$ cat src/rtl/rcem_ram.sv
// ----------------------------------------------------------------------------
// rcem_ram: generic simple dual port RAM
// One write port, one read port with registered read data.
// ----------------------------------------------------------------------------
`default_nettype none

module rcem_ram #(
    parameter int WIDTH = 8,
    parameter int DEPTH = 256
) (
    input  wire logic                     clk,
    input  wire logic                     we,
    input  wire logic [$clog2(DEPTH)-1:0] waddr,
    input  wire logic [WIDTH-1:0]         wdata,
    input  wire logic                     re,
    input  wire logic [$clog2(DEPTH)-1:0] raddr,
    output logic      [WIDTH-1:0]         rdata
);

    logic [WIDTH-1:0] mem [DEPTH];

    always_ff @(posedge clk)
    begin
        if (we)
        begin
            mem[waddr] <= wdata;
        end
        if (re)
        begin
            rdata <= mem[raddr];
        end
    end

endmodule

`default_nettype wire

$ cat config.mk
export PLATFORM = sky130hd
export DESIGN_NAME = rcem_ram
export DESIGN_NICKNAME = d
export VERILOG_FILES = /design/src/rtl/rcem_ram.sv
export SDC_FILE = /design/constraint.sdc
export NUM_CORES = 2
export LEC_CHECK = 0
export BUFFER_PORTS_ARGS = -buffer_cell sky130_fd_sc_hd__buf_2
export CAP_MARGIN = 20
export CELL_PAD_IN_SITES_DETAIL_PLACEMENT = 1
export CELL_PAD_IN_SITES_GLOBAL_PLACEMENT = 1
export CORE_MARGIN = 2
export CORE_UTILIZATION = 44
export CTS_CLUSTER_SIZE = 14
export DETAILED_ROUTE_END_ITERATION = 16
export GPL_ROUTABILITY_DRIVEN = 0
export PLACE_DENSITY = 0.73
export SLEW_MARGIN = 20
export SYNTH_ARGS = -nofsm -noshare
export SYNTH_HDL_FRONTEND = slang
export SYNTH_SLANG_ARGS = --single-unit
$ cat constraint.sdc
create_clock -name clk -period 2.24 [get_ports clk]
set_input_delay 0.336 -clock clk [delete_from_list [all_inputs] [get_ports clk]]
set_output_delay 0.336 -clock clk [all_outputs]
set_load 0.02 [all_outputs]
Word-level counts from Yosys, hierarchy flattened
Memories as Yosys holds them, arrays and structs flattened. A register that Yosys moved wholly into a read port is not among the register bits.
Cells that the tools add are included.
Widths: inputs -> output; s select.
{"block": "totals", "out_inout_bits": 8, "memories": 1, "input_bits": 27, "ram_bits": 2048, "word_cells": 3, "regBits": 0}
{"block": "op_classes", "mux": 2}
{"memory": "mem", "words": 256, "word_bits": 8, "rd": 1, "rd_ports_with_merged_regs": 1, "write_ports": 1, "line_no": "20", "text": "logic [WIDTH-1:0] mem [DEPTH];"}
{"operator": "$mux 1", "count": 2}

Longest topological paths before layout
{"block": "logic_depth", "depth_word": 2, "depth_mapped": 11, "ltp_nobuf": 6}

Worst setup path before layout
Ideal clock, no wire load.
{"block": "synth_path", "kind": "input port to flip-flop", "start": "input port raddr[0]", "end": "register rdata[2] (read register of mem), data pin", "n_path_buf": 4, "required_ps": 1971, "setup_slack_ps": -172, "arrival_ps": 2143, "cell_stages": 9, "setup_time_ps": 269, "cell_sequence": "buf_6 buf_12 buf_8 buf_2 mux4_2 a22oi_1 a21oi_1 nor4_1 nor4_2"}
{"element": "from (decl)", "line_no": "16", "text": "input wire logic [$clog2(DEPTH)-1:0] raddr,"}
{"element": "to (decl)", "line_no": "17", "text": "output logic [WIDTH-1:0] rdata"}

==> metrics.md <==
| Metric | Value |
|---|---|
| Total number of vias | `42.7k` |
| CP Class | `flip-flop to flip-flop` |
| Die W | `429 microns` |
| Ys async rst share | `0%` |
| Ports | `35` |
| Leakage | `30.7 nW` |
| Clk sink count | `about 2k` |
| Detailed-route wire length per cell | `32.2 microns` |
| Critical path capture point type | `flip-flop` |
| Pwr Density | `833 nW/um^2` |
| Clock Latency Late Sink | `850 ps` |
| Via density | `6.09` |
| Yosys warning total | `0` |
| Slew @ Worst Pin | `702 ps` |
| Fin crit share | `109%` |
| Max-Cap Viols | `0` |
| Minimum clock period | `about 2400 ps` |
| Sequential fraction of the synthesis area | `77.5%` |
| Clock transition at the registers of the reported paths | `60 ps` |
| Dominant synthesized flop cell | `edfxtp_1` |
| Final net count | `~4.5k` |
| Max_slew headroom | `53.1%` |
| Hold Path Class | `input port to flip-flop` |
| Startpoint Class | `flip-flop` |
| H-Tree Depth | `4` |
| GR Overflow Total | `0` |
| Failing checks | `negative setup slack` |
| Worst ir drop on vdd | `0.653 mV` |
| CP max FO | `1` |
| Yosys cell types | `54` |
| WL final | `226000 microns` |
| Outcome | `finished with violations` |
| Row cnt | `156` |
| Slowest-stage cell, CP | `mux4_2` |
| Initial DRC count | `5306` |
| Largest net degree at the start of global routing | `97` |
| First drt pass iteration count | `5` |
| Share of cells above drive strength 1 | `34.1%` |
| I/O Buffers | `34` |
| Antenna Nets Post-Route | `0` |
| Core Area | `roughly 180000 sq um` |
| Synthesized cell area | `79600 sq um` |
| Syn avg cell area | `21.3 sq um` |
| Final Setup Violations | `8` |
| Initial antenna violation count | `10` |
| All-Layer GR Usage | `approximately 25%` |
| Clock Skews | `~32 ps` |
| CP peak stage delay | `490 ps` |
| Worst-path cell chain | `mux4_2, a22o_1, a221oi_4, o32ai_4, nor3_2, buf_6, nor4_2` |
| Setup bufs post-CTS | `0` |
| CTS tree | `built` |
| Worst hold margin | `76.7 ps` |
| CP required | `around 2800 ps` |
| Min setup slack post-route | `-195 ps` |
| Crit path DAT | `~3000 ps` |
| Root Driver | `clkbuf_16` |
| Final hold vios | `0` |
| Highest clock rate | `0.411 GHz` |
| N_diodes | `0` |
| Vias in the first global route | `approximately 46k` |
| Detailed placement HPWL | `148000 microns` |
| Max Buffers Root-to-Sink | `3` |
| Post-synth net total | `~3.8k` |
| CTS buffer count | `197` |
| Die ar. | `between 150000 and 200000 sq um` |
| Total Power | `between 70 and 80 mW` |
| #FFs+latches synth | `2056` |
| Global-route wire length before repair | `329000 microns` |
| Pins over their slew limit | `0` |
| Die height | `between 400 and 500 microns` |
| RSZ-0062 raised after global routing | `yes` |
| Syn-to-layout area delta | `19.1%` |
| Number of remaining DRC errors | `0` |
| Syn Inst Count | `3733` |
| Post-synth EDFFs | `2056` |
| Starting Density | `~44%` |
critical path, delay by kind of cell, from the launching register on:
kind	cells	cell delay (ps)
muxes	1	490
buffers and inverters	1	180
and+or+nand+nor	2	230
AOI/OAI and AO/OA	3	890
DFF	1	370
kinds of logic after synthesis:
family          Yosys count  share of synthesized area (%)
buf+inv                 235                           1.83
simple gates            466                           2.63
flops                  2056                           77.5
compound gates          385                           3.42
mux                     591                           14.6
per-stage QoR:
stage / utilization, % / setup TNS (ps) / std cells / setup slack (ps) / instance area, sq um
floorplan: - / -339 / 3733 / -53.4 / 79900
global placement: 48.9 / -7920 / 6655 / -1390 / 88200
detailed placement: 48.9 / -8030 / 6655 / -1240 / 88200
CTS: 52.4 / -1030 / 7015 / -180 / 94500
global route: 52.6 / -1210 / 7015 / -212 / 94800
finish: 52.6 / -892 / 7015 / -195 / 94800
where the power goes:
part           leakage, nW  switching [mW]  internal [mW]
clock                 2.92            14.4           17.3
sequential            18.5          0.0632           42.4
combinational         9.30            2.88           1.93
total                 30.7            17.3           61.6
metal layers:
layer | up-vias | part of all wire [%] | track usage (%) | routed length [microns]
met1 | 22900 | 38 | 32.6 | 86200
met3 | 479 | 8.3 | 4.63 | 18800
met5 | - | 0.0058 | 0 | 13
li1 | 17200 | - | - | -
met2 | 2141 | 49 | 40.4 | 111000
met4 | 2 | 4.4 | 9.99 | 9920
cell type report:
type	count	area (sq um)
Timing Repair Buffer	792	7050
Fill cell	16100	85500
Tap cell	2370	2970
Multi-Input combinational cell	1442	17000
Clock inverter	105	887
Sequential cell	2056	61700
Inverter	2	7.51
Clock buffer	248	5120
cells in the mapped netlist, types with 8 or more instances:
library cell	number	area, sq um
nor3_1	22	110
o22ai_1	28	175
nor2_1	282	1060
a211oi_1	16	120
buf_12	8	160
o211ai_1	10	75.1
nand4_1	10	62.6
a21oi_1	96	480
a22o_1	8	70.1
clkbuf_1	111	417
buf_1	22	82.6
nor2b_1	31	194
nand3_1	34	170
edfxtp_1	2056	61700
nor4_1	24	150
buf_6	21	236
o21ai_0	10	50.1
nand2b_1	8	50.1
buf_2	31	155
mux4_2	454	10200
nand2_1	33	124
a22oi_1	133	998
buf_4	27	203
mux2i_1	134	1340
buf_8	13	195
o221ai_1	46	403
a221oi_1	13	114
registers in the layout (all words and copies together), names as in the netlist:
name and cells:
mem 2048, rdata 8
worst paths after layout:
| check | start | to | slack [ps] | depth (start not counted) |
|---|---|---|---|---|
| setup / recovery | mem[80][6] | rdata[6] | -190 | 7 |
| hold / removal | wdata[3] | mem[82][3] | 80 | 1 |
| setup reg to reg | mem[80][6] | rdata[6] | -190 | 7 |
| hold reg to reg | mem[219][3] | rdata[3] | 1240 | 5 |
layout by cell type, fill, tap and decap left out, drive strengths merged, types with 9 or more instances in the layout:
cell type	synthesis	routed
edfxtp	2056	2056
buf	122	782
mux4	456	456
nor2	282	282
clkbuf	111	251
mux2i	134	134
a22oi	133	133
a21oi	96	96
clkinv	1	85
o221ai	47	47
nand3	34	34
nand2	33	33
nor2b	31	31
o22ai	28	28
nor4	27	27
nor3	22	22
a211oi	16	16
a221oi	14	14
o21ai	12	12
nand4	10	10
o211ai	10	10
bufinv	0	9
repair_timing:
item,4_1_cts,5_1_grt
endpoints found under the hold margin,197,0
setup endpoints to repair,8,8
gates resized for setup,49,49
hold buffers,7,0
pin swaps,13,25
Power figures use the tool's default switching activity.
